`config.mk`:
```
export PLATFORM = sky130hd
export DESIGN_NAME = pfl_outq
export DESIGN_NICKNAME = d
export VERILOG_FILES = /design/src/hdl/pfl_pkg.sv /design/src/hdl/pfl_outq.sv
export SDC_FILE = /design/constraint.sdc
export NUM_CORES = 1
export LEC_CHECK = 0
export BUFFER_PORTS_ARGS = -buffer_cell sky130_fd_sc_hd__buf_2
export CAP_MARGIN = 0
export CORE_UTILIZATION = 50
export DETAILED_ROUTE_END_ITERATION = 6
export GPL_TIMING_DRIVEN = 0
export PLACE_DENSITY = 0.74
export SLEW_MARGIN = 20
export SYNTH_ARGS = -nofsm -noshare
export SYNTH_HDL_FRONTEND = slang
export SYNTH_SLANG_ARGS = --single-unit
```
`constraint.sdc`:
```
create_clock -name clk -period 1.9 [get_ports clk]
set_input_delay 0.095 -clock clk [delete_from_list [all_inputs] [get_ports clk]]
set_output_delay 0.095 -clock clk [all_outputs]
set_load 0.05 [all_outputs]
```
`src/hdl/pfl_pkg.sv`:
```
package pfl_pkg;

    localparam int BYTE_DEPTH   = 1024;
    localparam int PACKET_SLOTS = 16;
    localparam int MAX_PACKET   = 64;

    localparam int PTR_W  = $clog2(BYTE_DEPTH);
    localparam int CBC_W  = $clog2(BYTE_DEPTH + 1);
    localparam int SLOT_W = $clog2(PACKET_SLOTS);
    localparam int DCNT_W = $clog2(PACKET_SLOTS + 1);
    localparam int BIP_W  = $clog2(MAX_PACKET + 1);

    localparam int FQ_DEPTH = 2;
    localparam int FQ_W     = $clog2(FQ_DEPTH);
    localparam int FQ_CW    = $clog2(FQ_DEPTH + 1);

    localparam int OQ_DEPTH = 4;
    localparam int OQ_W     = $clog2(OQ_DEPTH);
    localparam int OQ_CW    = $clog2(OQ_DEPTH + 1);

    localparam logic [1:0] OP_PUSH  = 2'd0;
    localparam logic [1:0] OP_POP   = 2'd1;
    localparam logic [1:0] OP_CLEAR = 2'd2;
    localparam logic [1:0] OP_EDIT  = 2'd3;

    localparam logic [2:0] ST_OK        = 3'd0;
    localparam logic [2:0] ST_EMPTY     = 3'd1;
    localparam logic [2:0] ST_TOO_SMALL = 3'd2;
    localparam logic [2:0] ST_MISMATCH  = 3'd3;
    localparam logic [2:0] ST_FULL      = 3'd4;
    localparam logic [2:0] ST_ID_DIFF   = 3'd5;

    typedef struct packed {
        logic [1:0]  op;
        logic [7:0]  data;
        logic        last;
        logic [6:0]  decl;
        logic [15:0] id;
        logic [15:0] bsize;
        logic        id_zero;
    } cmd_t;

    typedef struct packed {
        logic valid;
        cmd_t cmd;
    } cmd_req_t;

    typedef struct packed {
        logic [2:0]  status;
        logic [7:0]  data;
        logic [15:0] id;
        logic [6:0]  count;
        logic        last;
    } result_t;

    typedef struct packed {
        logic    valid;
        result_t res;
    } res_wr_t;

endpackage

```
`src/hdl/pfl_outq.sv`:
```
module pfl_outq (
    input  logic                      clk,
    input  logic                      rst_n,
    input  pfl_pkg::res_wr_t          res_wr,
    output logic [pfl_pkg::OQ_CW-1:0] res_free,
    input  logic                      pop,
    output logic                      empty,
    output pfl_pkg::result_t          head
);
    import pfl_pkg::*;

    result_t          q_reg [OQ_DEPTH];
    logic [OQ_W-1:0]  wr_ptr_reg, wr_ptr_next;
    logic [OQ_W-1:0]  rd_ptr_reg, rd_ptr_next;
    logic [OQ_CW-1:0] cnt_reg, cnt_next;
    logic             rd;

    assign empty    = (cnt_reg == '0);
    assign rd       = pop && !empty;
    assign res_free = OQ_CW'(OQ_DEPTH) - cnt_reg;
    assign head     = q_reg[rd_ptr_reg];

    always_comb
    begin
        wr_ptr_next = wr_ptr_reg;
        rd_ptr_next = rd_ptr_reg;
        cnt_next    = cnt_reg;
        if (res_wr.valid)
        begin
            wr_ptr_next = (wr_ptr_reg == OQ_W'(OQ_DEPTH - 1)) ? '0 : wr_ptr_reg + OQ_W'(1);
        end
        if (rd)
        begin
            rd_ptr_next = (rd_ptr_reg == OQ_W'(OQ_DEPTH - 1)) ? '0 : rd_ptr_reg + OQ_W'(1);
        end
        if (res_wr.valid && !rd)
        begin
            cnt_next = cnt_reg + OQ_CW'(1);
        end
        else if (rd && !res_wr.valid)
        begin
            cnt_next = cnt_reg - OQ_CW'(1);
        end
    end

    always_ff @(posedge clk or negedge rst_n)
    begin
        if (!rst_n)
        begin
            wr_ptr_reg <= '0;
            rd_ptr_reg <= '0;
            cnt_reg    <= '0;
        end
        else
        begin
            wr_ptr_reg <= wr_ptr_next;
            rd_ptr_reg <= rd_ptr_next;
            cnt_reg    <= cnt_next;
        end
    end

    always_ff @(posedge clk)
    begin
        if (res_wr.valid)
        begin
            q_reg[wr_ptr_reg] <= res_wr.res;
        end
    end

endmodule

```
---- Yosys cells after proc, flatten, opt, wreduce, memory -nomap -nowiden ----
Memories as Yosys holds them, arrays and structs flattened.
Index checks and enable logic that the tools add are counted.
storage, ports and cells
  memories kept ........................... 1
  RAM bits ................................ 140
  bits of input ports ..................... 39
  flip-flop bits (word level) ............. 7
  logic and storage cells ................. 25
cells by class
  reduce and logical (&&, ||, !) cells .... 8
  multiplexer cells ....................... 6
  eq/ne operators ......................... 2
  add/sub/neg operators ................... 5
memories
  memory  depth  width  read ports  clocked after memory_dff  wr ports  RTL line        source
  q_reg   4      35     1           0                         1         pfl_outq.sv:12  result_t q_reg [OQ_DEPTH];
operator list
  cell                                                                number
  3-bit 2-to-1 mux                                                    2
  2-bit by 1-bit adder with 2-bit output, second input constant       2
  2-bit == test, second input constant                                2
  2-bit 2-to-1 mux                                                    2
  3-bit by 1-bit adder with 3-bit output, second input constant       1
  1-bit logical AND                                                   3
  1-bit logical NOT                                                   3
  3-bit logical NOT                                                   1
  3-bit by 1-bit subtractor with 3-bit output, second input constant  1
  3-bit subtractor, first input constant                              1
  1-bit 2-to-1 mux                                                    2
  2-bit nonzero test                                                  1

---- Logic depth before layout (Yosys ltp) ----
  depth after elaboration ................. 6
  mapped depth ............................ 11
  gate-level depth less buffers ........... 11

---- Least setup slack after synthesis ----
No wires, ideal clock.
  kind .................................... flip-flop to flip-flop
  start ................................... reg cnt_reg[0]
  end ..................................... reg cnt_reg[1]
  library setup time ...................... 0.125 ns
  stages on the path, launching flop included .. 10
  buffers on the path ..................... 0
  setup slack ............................. -0.454 ns
  data required time ...................... 1.775 ns
  arrival ................................. 2.229 ns
  cell sequence ........................... dfrtp_1 inv_1 ha_1 ha_1 nor2b_1 inv_1 ha_1 inv_1 fa_1 mux2_2
between the ends
  longest elaborated chain between the ends .. 6
  elaborated cells on any way between the ends .. 11
  those cells by class .................... add/sub (2); mux (2); reduce/logical (7)
RTL lines
  item                      RTL line        source
  start: declaration        pfl_outq.sv:15  logic [OQ_CW-1:0] cnt_reg, cnt_next;
  start signal: assignment  pfl_outq.sv:58  cnt_reg <= cnt_next;
  3-bit logical NOT         pfl_outq.sv:18  assign empty = (cnt_reg == '0);
  net empty                 pfl_outq.sv:7   output logic empty,
  1-bit logical NOT         pfl_outq.sv:19  assign rd = pop && !empty;
  1-bit logical AND         pfl_outq.sv:19
  1-bit logical NOT         pfl_outq.sv:36  if (res_wr.valid && !rd)
  1-bit logical AND         pfl_outq.sv:36
  3-bit 2-to-1 mux          pfl_outq.sv:36
  net cnt_next[1]           pfl_outq.sv:15
The timed path passes the listed nets, and every way through them passes these cells. The select of a mux whose other input is x is not followed.
A chain may end at the register's enable or synchronous reset.

==> metrics.yaml <==
die:
  dieArea_um2: 11600
  boundaryPins: 78
  floorplan.die.width_um: 107
  placementRows: 38
  core_box_area_um2: 10800
  die_height_um: 107
  initial_utilization: 0.513
final_layout:
  layout.cells.most_common_list: "sky130_fd_sc_hd__edfxtp_1, sky130_fd_sc_hd__buf_2, sky130_fd_sc_hd__dlygate4sd3_1, sky130_fd_sc_hd__mux4_2, sky130_fd_sc_hd__buf_6"
  nets: 424
  final_common_cell: "sky130_fd_sc_hd__edfxtp_1"
  layout.cell_area.non_filler_um2: 7590
  final.fill_count: 684
  flip_flop_count_of_the_largest_register_all_copies_and_words_added: 140
  area_growth_pct: 36.5
  final_layout_size_suffix_gt1_frac: 0.470
  n_antenna_cell: 0
cts:
  clk_pin_slew_ps: 60
  cts_num_sinks: 147
  clock_latency_ps: 510
  cts.root.buffer_cell: "sky130_fd_sc_hd__clkbuf_8"
  tritoncts_clock_tree: "built"
  numCtsBuffers: 17
  cts.htree.levels: 4
  number_of_buffers_on_the_longest_clock_path: 2
route:
  num_vias: 2730
  initial_drt_markers: 113
  antenna_left: 0
  wl_um: 9730
  viasPerCell: 5.16
  avgRoutedWirePerCell_um: 18.4
  dr.pass1.iters: 4
  detail_route.drc_violations: 0
outcome:
  violations: "negative setup slack"
  status: "finished, violations left"
synthesis:
  post_synth_num_cell_types: 19
  netlist_instances: 226
  register_bit_total_from_synthesis: 147
  synth.yosys.warnings: 0
  postSynthNetCount: 274
  avgSynthCellArea_um2: 24.6
  synth_sequential_area_ratio: 0.787
  mappedNetlistArea_um2: 5560
timing:
  hold_violations: 0
  achievable-frequency_ghz: 0.495
  post_layout_minimum_cycle_time_ps: 2020
  worst-slew-pin-transition_ps: 576
  relSlewSlack: 0.616
  min_period_over_period: 1.06
  rsz0062_at_grt: "yes"
  finClkSkew_ps: 7.92
  final_critical_path_setup_slack_ps: -119
  slew_viol_final: 0
  setup-violations-final: 36
power_and_ir_drop:
  p_int_mw: 8.63
  p_leak_nw: 2.74
  sequentialPowerShare: 0.321
  power.clock.fraction: 0.230
  netSwitchingFraction: 0.360
  comb_power_share: 0.450
  power_switching_mw: 4.86
  p_per_area_nw_per_um2: 1780
  vdd_ir_drop_max_mv: 1.32
global_route:
  initial_antenna_violation_count: 0
  grt_first_pass_wirelength_um: 15100
  first_global_vias: 2966
  globalRoute.totalOverflow: 0
  gr-usage-all-layers: 0.186
  pin_count_of_the_biggest_net_entering_global_routing: 26
placed_design:
  io_buffers: 77
  detailedPlace.worstSlack_ps: -152
  gp_congestion: 0.630
  post_dp_cell_area_um2: 6250
  detailed_place_hpwl_um: 5660
critical_path:
  r2r-end: "cnt_reg[1]$_DFFE_PN0P_"
  worst-r2r-setup-slack_ps: -10
  startpoint_type: "register"
  worstPathRequired_ps: 1800
  reg2reg_depth: 9
  cp-end-kind: "output port"
  timing_worst_setup_path_type: "reg -> out"
  critical_path.max_fanout: 6
  arrival_ps: 1920
  regToRegStartpoint: "cnt_reg[1]$_DFFE_PN0P_"
hold_path:
  holdCritPathClass: "in -> reg"
  worst_hold_startpoint: "pop"
  hold-path-endpoint: "rd_ptr_reg[1]$_DFFE_PN0P_"
  timing.hold.worst_path_depth: 4
flow_run:
  drv.max_cap_violation_count: 0
==> power by group through the flow <==
stage          combinational, mW  sequential (mW)  clock (mW)
2_1_floorplan               3.84             4.35           0
3_3_place_gp                4.69             4.38           0
3_5_place_dp                4.85             4.39           0
4_1_cts                     6.07             4.33        3.15
5_1_grt                     6.37             4.37        3.28
6_report                    6.07             4.32        3.10
==> routing by layer <==
metal | vias to the layer above | GRT usage | share of wire
li1 | 1245 | - | -
met1 | 1402 | 0.229 | 0.41
met2 | 76 | 0.311 | 0.54
met3 | 7 | 0.0654 | 0.045
met4 | 0 | 0.0528 | 0.0065
met5 | - | 0 | 0
==> logic make-up after synthesis <==
family,Yosys count,synth area share
DFF,147,0.787
muxes,38,0.152
buffers and inverters,17,0.0232
and+or+nand+nor,10,0.00900
adders and majority gates,9,0.0216
xor gates and xnor gates,3,0.00472
AOI/OAI and AO/OA,2,0.00180
==> through the flow <==
stage	TNS [ps]	total power, mW	std cells	utilization	hold WS, ps
floorplan	-232	8.19	226	-	-201
detailed placement	-267	9.24	447	0.576	-64.3
CTS	-4390	13.5	527	0.697	44.4
finish	-2540	13.5	529	0.700	82.2
global placement	-80690	9.07	443	0.567	-65.3
global route	-5090	14.0	529	0.700	87.3
==> final cells by class <==
class | count | area (um2) | area share
clock inverter | 13 | 136 | 0.0180
timing repair buffer | 131 | 1250 | 0.165
multi-input combinational | 62 | 1080 | 0.142
inverter | 8 | 30.0 | 0.00396
sequential | 147 | 4380 | 0.577
clock buffer | 19 | 422 | 0.0555
buffer | 9 | 118 | 0.0155
tap | 140 | 175 | 0.0231
==> how the worst max path moves through the flow <==
stage	slack (ps)	startpoint	end	depth (start not counted)
after floorplan	-120	cnt_reg[0]$_DFFE_PN0P_	cnt_reg[1]$_DFFE_PN0P_	9
after global placement	-610	wr_ptr_reg[0]$_DFFE_PN0P_	q_reg[0][22]$_DFFE_PP_	3
after detailed placement	-150	cnt_reg[0]$_DFFE_PN0P_	cnt_reg[1]$_DFFE_PN0P_	9
after CTS	-170	rd_ptr_reg[0]$_DFFE_PN0P_	head[12]	4
after global routing	-180	rd_ptr_reg[0]$_DFFE_PN0P_	head[1]	5
final	-120	rd_ptr_reg[0]$_DFFE_PN0P_	head[1]	5
==> Yosys cell counts <==
| library cell | count | area (um2) |
|---|---|---|
| sky130_fd_sc_hd__xor2_1 | 1 | 8.76 |
| sky130_fd_sc_hd__and2_1 | 4 | 25.0 |
| sky130_fd_sc_hd__fa_1 | 1 | 20.0 |
| sky130_fd_sc_hd__inv_1 | 8 | 30.0 |
| sky130_fd_sc_hd__mux2_2 | 3 | 33.8 |
| sky130_fd_sc_hd__edfxtp_1 | 140 | 4200 |
| sky130_fd_sc_hd__buf_6 | 1 | 11.3 |
| sky130_fd_sc_hd__o21ai_0 | 2 | 10.0 |
| sky130_fd_sc_hd__buf_12 | 3 | 60.1 |
| sky130_fd_sc_hd__dfrtp_1 | 7 | 175 |
| sky130_fd_sc_hd__nand2_1 | 2 | 7.51 |
| sky130_fd_sc_hd__buf_4 | 1 | 7.51 |
| sky130_fd_sc_hd__mux4_1 | 7 | 184 |
| sky130_fd_sc_hd__ha_1 | 8 | 100 |
| sky130_fd_sc_hd__nor2_1 | 3 | 11.3 |
| sky130_fd_sc_hd__nor2b_1 | 1 | 6.26 |
| sky130_fd_sc_hd__xnor2_1 | 2 | 17.5 |
| sky130_fd_sc_hd__buf_2 | 4 | 20.0 |
| sky130_fd_sc_hd__mux4_2 | 28 | 631 |
==> timing repair <==
action | in CTS | in global routing
gates resized for setup | 93 | 8
gates cloned | 2 | 1
setup endpoints to repair | 37 | 37
pin swaps | 1 | 2
buffers inserted | 9 | 3
hold buffers | 38 | 0
hold endpoints to repair | 149 | 0
==> critical path, stage by stage (launching register included) <==
cell,delay [ps]
sky130_fd_sc_hd__dfrtp_2,420
sky130_fd_sc_hd__buf_12,160
sky130_fd_sc_hd__buf_12,120
sky130_fd_sc_hd__buf_6,100
sky130_fd_sc_hd__mux4_2,430
sky130_fd_sc_hd__buf_8,170
Note: power is estimated with default switching activity, not from simulation.
