File: config.mk
export PLATFORM = sky130hd
export DESIGN_NAME = pfl_front
export DESIGN_NICKNAME = d
export VERILOG_FILES = /design/src/hdl/pfl_pkg.sv /design/src/hdl/pfl_front.sv
export SDC_FILE = /design/constraint.sdc
export NUM_CORES = 1
export LEC_CHECK = 0
export ABC_AREA = 1
export BUFFER_PORTS_ARGS = -buffer_cell sky130_fd_sc_hd__buf_2
export CELL_PAD_IN_SITES_DETAIL_PLACEMENT = 1
export CELL_PAD_IN_SITES_GLOBAL_PLACEMENT = 2
export CORE_ASPECT_RATIO = 0.5
export CORE_MARGIN = 1
export CORE_UTILIZATION = 31
export CTS_CLUSTER_DIAMETER = 100
export CTS_CLUSTER_SIZE = 10
export DETAILED_ROUTE_END_ITERATION = 8
export PLACE_DENSITY_LB_ADDON = 0.1
export SETUP_SLACK_MARGIN = 0.1
export SYNTH_ARGS = -nofsm -noshare
export SYNTH_HDL_FRONTEND = slang
export SYNTH_SLANG_ARGS = --single-unit
File: constraint.sdc
create_clock -name clk -period 3.17 [get_ports clk]
set_input_delay 0.4755 -clock clk [delete_from_list [all_inputs] [get_ports clk]]
set_output_delay 0.4755 -clock clk [all_outputs]
set_load 0.01 [all_outputs]
File: src/hdl/pfl_pkg.sv
package pfl_pkg;

    localparam int BYTE_DEPTH   = 1024;
    localparam int PACKET_SLOTS = 16;
    localparam int MAX_PACKET   = 64;

    localparam int PTR_W  = $clog2(BYTE_DEPTH);
    localparam int CBC_W  = $clog2(BYTE_DEPTH + 1);
    localparam int SLOT_W = $clog2(PACKET_SLOTS);
    localparam int DCNT_W = $clog2(PACKET_SLOTS + 1);
    localparam int BIP_W  = $clog2(MAX_PACKET + 1);

    localparam int FQ_DEPTH = 2;
    localparam int FQ_W     = $clog2(FQ_DEPTH);
    localparam int FQ_CW    = $clog2(FQ_DEPTH + 1);

    localparam int OQ_DEPTH = 4;
    localparam int OQ_W     = $clog2(OQ_DEPTH);
    localparam int OQ_CW    = $clog2(OQ_DEPTH + 1);

    localparam logic [1:0] OP_PUSH  = 2'd0;
    localparam logic [1:0] OP_POP   = 2'd1;
    localparam logic [1:0] OP_CLEAR = 2'd2;
    localparam logic [1:0] OP_EDIT  = 2'd3;

    localparam logic [2:0] ST_OK        = 3'd0;
    localparam logic [2:0] ST_EMPTY     = 3'd1;
    localparam logic [2:0] ST_TOO_SMALL = 3'd2;
    localparam logic [2:0] ST_MISMATCH  = 3'd3;
    localparam logic [2:0] ST_FULL      = 3'd4;
    localparam logic [2:0] ST_ID_DIFF   = 3'd5;

    typedef struct packed {
        logic [1:0]  op;
        logic [7:0]  data;
        logic        last;
        logic [6:0]  decl;
        logic [15:0] id;
        logic [15:0] bsize;
        logic        id_zero;
    } cmd_t;

    typedef struct packed {
        logic valid;
        cmd_t cmd;
    } cmd_req_t;

    typedef struct packed {
        logic [2:0]  status;
        logic [7:0]  data;
        logic [15:0] id;
        logic [6:0]  count;
        logic        last;
    } result_t;

    typedef struct packed {
        logic    valid;
        result_t res;
    } res_wr_t;

endpackage

File: src/hdl/pfl_front.sv
module pfl_front (
    input  logic              clk,
    input  logic              rst_n,
    input  logic              push,
    output logic              full,
    input  logic [1:0]        operation,
    input  logic [7:0]        data_byte,
    input  logic              byte_last,
    input  logic [6:0]        declared_length,
    input  logic [15:0]       packet_id,
    input  logic [15:0]       buffer_size,
    output pfl_pkg::cmd_req_t cmd_req,
    input  logic              cmd_take
);
    import pfl_pkg::*;

    cmd_t             q_reg [FQ_DEPTH];
    cmd_t             incoming;
    logic [FQ_W-1:0]  wr_ptr_reg, wr_ptr_next;
    logic [FQ_W-1:0]  rd_ptr_reg, rd_ptr_next;
    logic [FQ_CW-1:0] cnt_reg, cnt_next;
    logic             accept;
    logic             take;

    assign full   = (cnt_reg == FQ_CW'(FQ_DEPTH));
    assign accept = push && !full;
    assign take   = cmd_take && (cnt_reg != '0);

    always_comb
    begin
        incoming.op      = operation;
        incoming.data    = data_byte;
        incoming.last    = byte_last;
        incoming.decl    = declared_length;
        incoming.id      = packet_id;
        incoming.bsize   = buffer_size;
        incoming.id_zero = (packet_id == 16'd0);
    end

    always_comb
    begin
        wr_ptr_next = wr_ptr_reg;
        rd_ptr_next = rd_ptr_reg;
        cnt_next    = cnt_reg;
        if (accept)
        begin
            wr_ptr_next = (wr_ptr_reg == FQ_W'(FQ_DEPTH - 1)) ? '0 : wr_ptr_reg + FQ_W'(1);
        end
        if (take)
        begin
            rd_ptr_next = (rd_ptr_reg == FQ_W'(FQ_DEPTH - 1)) ? '0 : rd_ptr_reg + FQ_W'(1);
        end
        if (accept && !take)
        begin
            cnt_next = cnt_reg + FQ_CW'(1);
        end
        else if (take && !accept)
        begin
            cnt_next = cnt_reg - FQ_CW'(1);
        end
    end

    always_ff @(posedge clk or negedge rst_n)
    begin
        if (!rst_n)
        begin
            wr_ptr_reg <= '0;
            rd_ptr_reg <= '0;
            cnt_reg    <= '0;
        end
        else
        begin
            wr_ptr_reg <= wr_ptr_next;
            rd_ptr_reg <= rd_ptr_next;
            cnt_reg    <= cnt_next;
        end
    end

    always_ff @(posedge clk)
    begin
        if (accept)
        begin
            q_reg[wr_ptr_reg] <= incoming;
        end
    end

    assign cmd_req.valid = (cnt_reg != '0);
    assign cmd_req.cmd   = q_reg[rd_ptr_reg];

endmodule

## Word level (Yosys, flattened, before mapping)

Memories as Yosys holds them, arrays and structs flattened.
Cells that the tools add are included.

| word-level totals | value |
|---|---|
| memories | 1 |
| logic and storage cells | 25 |
| bits in writable memories | 102 |
| input port bits | 54 |
| output and inout port bits | 53 |
| flip-flop bits (word level) | 4 |

| cells by class | value |
|---|---|
| add/subtract/negate cells | 4 |
| eq/ne operators | 1 |
| multiplexer cells | 6 |
| reduce and logical (&&, ||, !) cells | 10 |

Memories:

| memory | words | bits a word | read ports | clocked after memory_dff | write ports | RTL line | text |
|---|---|---|---|---|---|---|---|
| q_reg | 2 | 51 | 1 | 0 | 1 | pfl_front.sv:17 | `cmd_t q_reg [FQ_DEPTH];` |

Operators with widths:

| cell | count |
|---|---|
| $logic_not A16 Y1 | 1 |
| $logic_and A1 B1 Y1 | 4 |
| $mux W1 | 4 |
| $mux W2 | 2 |
| $reduce_bool A2 Y1 | 2 |
| $logic_not A1 Y1 | 3 |
| $add A1 B1 Y1 const B | 2 |
| $add A2 B1 Y2 const B | 1 |
| $eq A2 B2 Y1 const B | 1 |
| $sub A2 B1 Y2 const B | 1 |

## Longest topological paths before layout

Gate-level depths: netlist (run 1).

| depth | value |
|---|---|
| depth after elaboration | 7 |
| depth in mapped cells | 9 |

## Worst setup path after synthesis (run 1)

Ideal clock, no wire load.

| timing | value |
|---|---|
| path kind | input port to flip-flop |
| from | input port push |
| to | memory q_reg[1][0] (netlist bit) (enable) |
| data required time | 2.709 ns |
| stages on the path | 2 |
| path slack | -0.009 ns |
| buffers on the path | 0 |
| arrival time | 2.718 ns |
| library setup time | 0.461 ns |
| cell sequence | o21ai_1 -> nor2_1 |

| on the way | value |
|---|---|
| longest elaborated chain between the ends | 3 |

RTL lines:

| element | RTL line | text |
|---|---|---|
| from (decl) | pfl_front.sv:4 | `input logic push,` |
| $logic_and A1 B1 Y1 | pfl_front.sv:26 | `assign accept = push && !full;` |
| $mux W1 | pfl_front.sv:81 | `if (accept)` |
| $mux W1 (not written as such) | pfl_front.sv:83 | `q_reg[wr_ptr_reg] <= incoming;` |
| to (decl) | pfl_front.sv:17 |  |

Every way passes these cells.

==> flow_summary.yaml, run 1 <==
global_routing:
  grt_max_degree: 53
  grt.total_usage: 0.140
  grt_pass1_vias: 2866
  grt_pass1_wl_mm: 14.3
  grt_overflow: 0
  antenna_found_initial: 0
route:
  antenna_left: 0
  via_count: 2616
  dr.pass1.iters: 6
  via_per_inst: 4.32
  wl_mm: 8.90
  drt_iter0_drc: 125
  remaining_drc_errors: 0
  routedWlPerCell_um: 14.7
clock_tree:
  cts_made_buffers: 9
  cts_tree: "done"
  clk_path_buf_depth: 2
  cts_sinks: 106
  htreeDepth: 3
  clk_pin_slew_worst_paths_ps: 70
  cts-resized-gates: 0
  clock_latency_ps: 340
  cts-root-buf: "clkbuf_16"
yosys:
  syn_nets: 377
  synth_top_area_cell: "edfxtp_1"
  synth_common_cells: "nand2_1 (165), edfxtp_1 (102), inv_1 (17)"
  synth.area.top_cells: "edfxtp_1 (75%), nand2_1 (15%), dfrtp_1 (2.5%)"
  ys_warn_count: 0
  yosys.area.top_type_share: 0.754
  synthSimpleGateAreaFrac: 0.172
  yosys_register_bits: 106
  synth_xor_area_frac: 0.00431
  synth-edff-count: 102
  muxShareOfSynthArea: 0
  synth_compound_area_frac: 0.00123
  ys_types: 19
  yosysMostFrequentCell: "nand2_1"
  post_synth_instance_area_um2: 4060
  syn_area_per_cell_um2: 12.6
  synthAdderAreaFrac: 0.00308
  ys.flop_type: "edfxtp_1"
  netlist_instances: 322
  async_reset_ff_frac: 0.0377
  seq_area_frac_synth: 0.779
  synth_top_family_by_area: "simple AND/OR/NAND/NOR gates"
sta:
  tightestPinTransition_ps: 745
  setup_violations: 0
  tns_ps: 0
  fin_crit_ps: 2330
  slew_violations: 0
  hold-worst-slack_ps: 322
  timing.fmax_ghz: 0.429
  hold_violations: 0
  rsz0062_at_grt: "no"
  slew_headroom: 0.504
  skew_ps: 8.51
  worst_slack_ps: 839
  period_share: 0.735
floorplan:
  fp.dieW_um: 164
  placementRows: 29
  die_h_um: 83.0
  pin_count: 107
  die_area_um2: 13600
  core_area_um2: 12700
  initial_utilization: 0.319
final_layout:
  largest_reg_flops: 102
  area_growth_syn_to_layout_pct: 24.5
  nFillCells: 1416
  antennaDiodeCount: 0
  stdcell_count: 606
  drive_gt1_frac: 0.300
  layout.nets: 487
status:
  status: "completed"
setup_path:
  critPathArrivalTime_ps: 1860
  crit_fanout: 52
  cp_data_required_time_ps: 2690
  r2r-start: "cnt_reg[1]$_DFFE_PN0P_"
  worstSetupStartpoint: "rd_ptr_reg$_DFFE_PN0P_"
  setup.worst_path.class: "reg -> out"
  start_kind: "register"
  end_kind: "primary output"
power_and_ir_drop:
  clockPowerShare: 0.234
  power.density_nw_per_um2: 904
  swShare: 0.343
  total_power_mw: 4.57
  p_sw_mw: 1.57
  p_int_mw: 3.00
  leakage_nw: 2.21
  seq_power_share: 0.453
  combPwrFrac: 0.314
  max-vdd-ir-drop_mv: 0.283
placement:
  dp_hpwl_mm: 6.03
  pre_cts_slack_ps: 1130
  routabilityCongestion: 0.686
  port_buffers: 106
  dp_cells: 590
hold_path:
  hp-class: "in -> reg"
  hp-start: "data_byte[3]"
flow_run:
  maxCapViolations: 0
-- critical path, stage by stage (launching register included) --
cell and delay, ps:
dfrtp_2 790, inv_6 310, nand2_1 140, nand2_1 80
buf_2 140
-- cells by family after synthesis --
logic type | count (synthesis)
XOR/XNOR | 2
AND/OR/NAND/NOR | 182
adder cells (fa/ha/maj) | 1
buffers and inverters | 30
AO/OA/AOI/OAI | 1
flip-flops | 106
-- stage by stage --
stage / cell area, um^2 / util
after detailed placement: 4770 / 0.374
final: 5060 / 0.397
after CTS: 5060 / 0.397
after floorplan: 4070 / -
after global routing: 5060 / 0.397
after global placement: 4770 / 0.374
-- final cells by class --
| type | count | area (um^2) | area share |
|---|---|---|---|
| flip-flops and latches | 106 | 3160 | 0.626 |
| clock inverters | 5 | 53.8 | 0.0106 |
| well taps | 170 | 213 | 0.0420 |
| clock buffers | 10 | 229 | 0.0453 |
| inverters | 19 | 76.3 | 0.0151 |
| multi-input cells | 186 | 747 | 0.148 |
| repair buffers | 110 | 576 | 0.114 |
-- power by group through the flow --
stage	Clock, mW	Sequential [mW]	Combinational (mW)
floorplan	0	2.01	0.969
global placement	0	2.09	1.45
detailed placement	0	2.11	1.48
CTS	1.11	2.08	1.49
global route	1.17	2.11	1.62
finish	1.07	2.07	1.43
-- cells in the final DEF (no fill, tap or decap), drive strengths merged, types with 3 or more instances in the layout --
| master | count |
|---|---|
| buf | 109 |
| inv | 20 |
| edfxtp | 102 |
| dfrtp | 4 |
| clkbuf | 10 |
| clkinv | 3 |
| nor2 | 12 |
| nand2 | 167 |
-- per-layer routing --
| layer | global-route usage | vias to the layer above | part of all wire |
|---|---|---|---|
| li1 | - | 1273 | - |
| met1 | 0.164 | 1272 | 0.44 |
| met2 | 0.245 | 58 | 0.50 |
| met3 | 0.0445 | 13 | 0.049 |
| met4 | 0.0421 | 0 | 0.013 |
| met5 | 0 | - | 0 |
-- path summary, 6_finish.rpt --
kind | to | slack, ps | cells after the start
setup / recovery | cmd_req[18] | 840 | 4
min in group asynchronous | cnt_reg[0]$_DFFE_PN0P_ | 470 | 2
hold / removal | q_reg[0][44]$_DFFE_PP_ | 320 | 1
hold reg to reg | cnt_reg[1]$_DFFE_PN0P_ | 510 | 2
max in group asynchronous | rd_ptr_reg$_DFFE_PN0P_ | 2550 | 2
setup reg to reg | q_reg[0][27]$_DFFE_PP_ | 1350 | 4
-- what timing repair did --
item | in CTS | in global routing
hold endpoints to repair | 4 | 0
hold buffers | 1 | 0
setup buffers | 0 | 0
(Power assumes the default switching activity.)
==> run 2, diff against run 1 <==
Clock period 3.17 ns to 2.1 ns, I/O delays scaled along.
==> flow_summary.yaml, run 2 (same netlist as run 1, synthesis figures left out) <==
status:
  status: "completed"
power_and_ir_drop:
  clockPowerShare: 0.225
  combPwrFrac: 0.332
  p_int_mw: 4.51
  p_sw_mw: 2.46
  max-vdd-ir-drop_mv: 0.512
  power.density_nw_per_um2: 1360
  swShare: 0.353
  leakage_nw: 2.23
  seq_power_share: 0.442
setup_path:
  setup.worst_path.class: "reg -> out"
  path_buf_inv: 2
  start_kind: "register"
  critPathArrivalTime_ps: 1530
  cp_data_required_time_ps: 1780
  path_delay_family: "flip-flops"
  worstPathCellList: "buf_4 -> nand2_1 -> nand2_1 -> buf_2"
  cpPeakStageDelay_ps: 570
  crit_fanout: 18
  cpMostUsedCell: "nand2_1"
  end_kind: "primary output"
  cp_slowest_cell: "dfrtp_4"
sta:
  slew_headroom: 0.677
  hold_violations: 0
  setup_violations: 0
  tightestPinTransition_ps: 481
  rsz0062_at_grt: "no"
  period_share: 0.878
  slew_violations: 0
  fin_crit_ps: 1840
  skew_ps: 5.77
  timing.fmax_ghz: 0.542
  hold-worst-slack_ps: 162
  tns_ps: 0
route:
  remaining_drc_errors: 0
  via_per_inst: 4.30
  via_count: 2624
  dr.pass1.iters: 6
  wl_mm: 9.01
  drt_iter0_drc: 100
  antenna_left: 0
  routedWlPerCell_um: 14.8
final_layout:
  fin_area_um2: 5110
  antennaDiodeCount: 0
  stdcell_count: 610
  layout.nets: 490
  layout_commonest_cell: "nand2_1"
  multi_input_area_um2: 747
  final_core_util: 0.402
  largest_reg_flops: 102
  regArea_um2: 3170
  drive_gt1_frac: 0.307
  nFillCells: 1418
  final_cell_mix: "nand2_1 (165), buf_2 (106), edfxtp_1 (102)"
  area_growth_syn_to_layout_pct: 25.9
clock_tree:
  clock_latency_ps: 340
  clk_pin_slew_worst_paths_ps: 70
  cts-root-buf: "clkbuf_16"
  clk_path_buf_depth: 2
  htreeDepth: 3
  cts_sinks: 106
  cts_made_buffers: 9
  cts_tree: "done"
placement:
  place_area_um2: 4810
  dp_hpwl_mm: 6.10
  port_buffers: 106
  routabilityCongestion: 0.752
  dp_cells: 592
hold_path:
  hp-class: "in -> reg"
floorplan:
  initial_utilization: 0.319
  die_area_um2: 13600
  placementRows: 29
  pin_count: 107
  fp.dieW_um: 164
  die_h_um: 83.0
  core_area_um2: 12700
global_routing:
  grt.total_usage: 0.143
  grt_pass1_wl_mm: 14.6
  antenna_found_initial: 0
  grt_overflow: 0
  grt_max_degree: 53
  grt_pass1_vias: 2903
flow_run:
  maxCapViolations: 0
## run 2: cell count changes in the layout (fill, tap and decap cells not counted), sizes merged
cell,delta
buf,+3
bufinv,-1
clkbuf,-1
clkinv,+1
inv,+2
## run 2: timing repair
action / CTS / global route
hold buffers: 1 / 0
pin swaps: 0 / 0
gates resized for setup: 2 / 2
buffers inserted: 0 / 1
gates cloned: 0 / 0
endpoints found under the setup margin: 38 / 24
endpoints found under the hold margin: 4 / 0
## run 2: path summary, 6_finish.rpt
path | startpoint | to | slack (ps) | cells past startpoint
min in group asynchronous | rst_n | cnt_reg[0]$_DFFE_PN0P_ | 320 | 2
max | rd_ptr_reg$_DFFE_PN0P_ | cmd_req[32] | 260 | 4
max in group asynchronous | rst_n | rd_ptr_reg$_DFFE_PN0P_ | 1630 | 2
min | buffer_size[0] | q_reg[0][1]$_DFFE_PP_ | 160 | 1
max reg2reg | cnt_reg[0]$_DFFE_PN0P_ | q_reg[1][46]$_DFFE_PP_ | 550 | 3
min reg2reg | cnt_reg[1]$_DFFE_PN0P_ | cnt_reg[1]$_DFFE_PN0P_ | 520 | 2
## run 2: final cells by class
cell class,count,area share
Timing Repair Buffer,113,0.122
Tap cell,170,0.0416
Multi-Input combinational cell,186,0.146
Clock inverter,7,0.0103
Clock buffer,9,0.0440
Inverter,19,0.0171
Sequential cell,106,0.619
## run 2: power by group through the flow
stage / combinational, mW / clock (mW) / sequential [mW]
floorplan: 1.46 / 0 / 3.04
global placement: 2.30 / 0 / 3.11
detailed placement: 2.34 / 0 / 3.14
CTS: 2.35 / 1.63 / 3.11
global route: 2.63 / 1.71 / 3.13
finish: 2.32 / 1.57 / 3.08
## run 2: layer usage
layer  vias to the layer above  part of all wire  routed length, um  GRT usage
met5                         -                 0                  0          0
met1                      1281              0.44               3960      0.173
met3                         7             0.043                390     0.0415
met2                        52              0.51               4600      0.251
li1                       1284                 -                  -          -
met4                         0            0.0071                 64     0.0354
## run 2: stage by stage
| step | setup slack (ps) | power [mW] |
|---|---|---|
| finish | 255 | 6.97 |
| global route | 120 | 7.48 |
| CTS | 119 | 7.09 |
| detailed placement | 399 | 5.49 |
| global placement | 438 | 5.41 |
| floorplan | -207 | 4.50 |
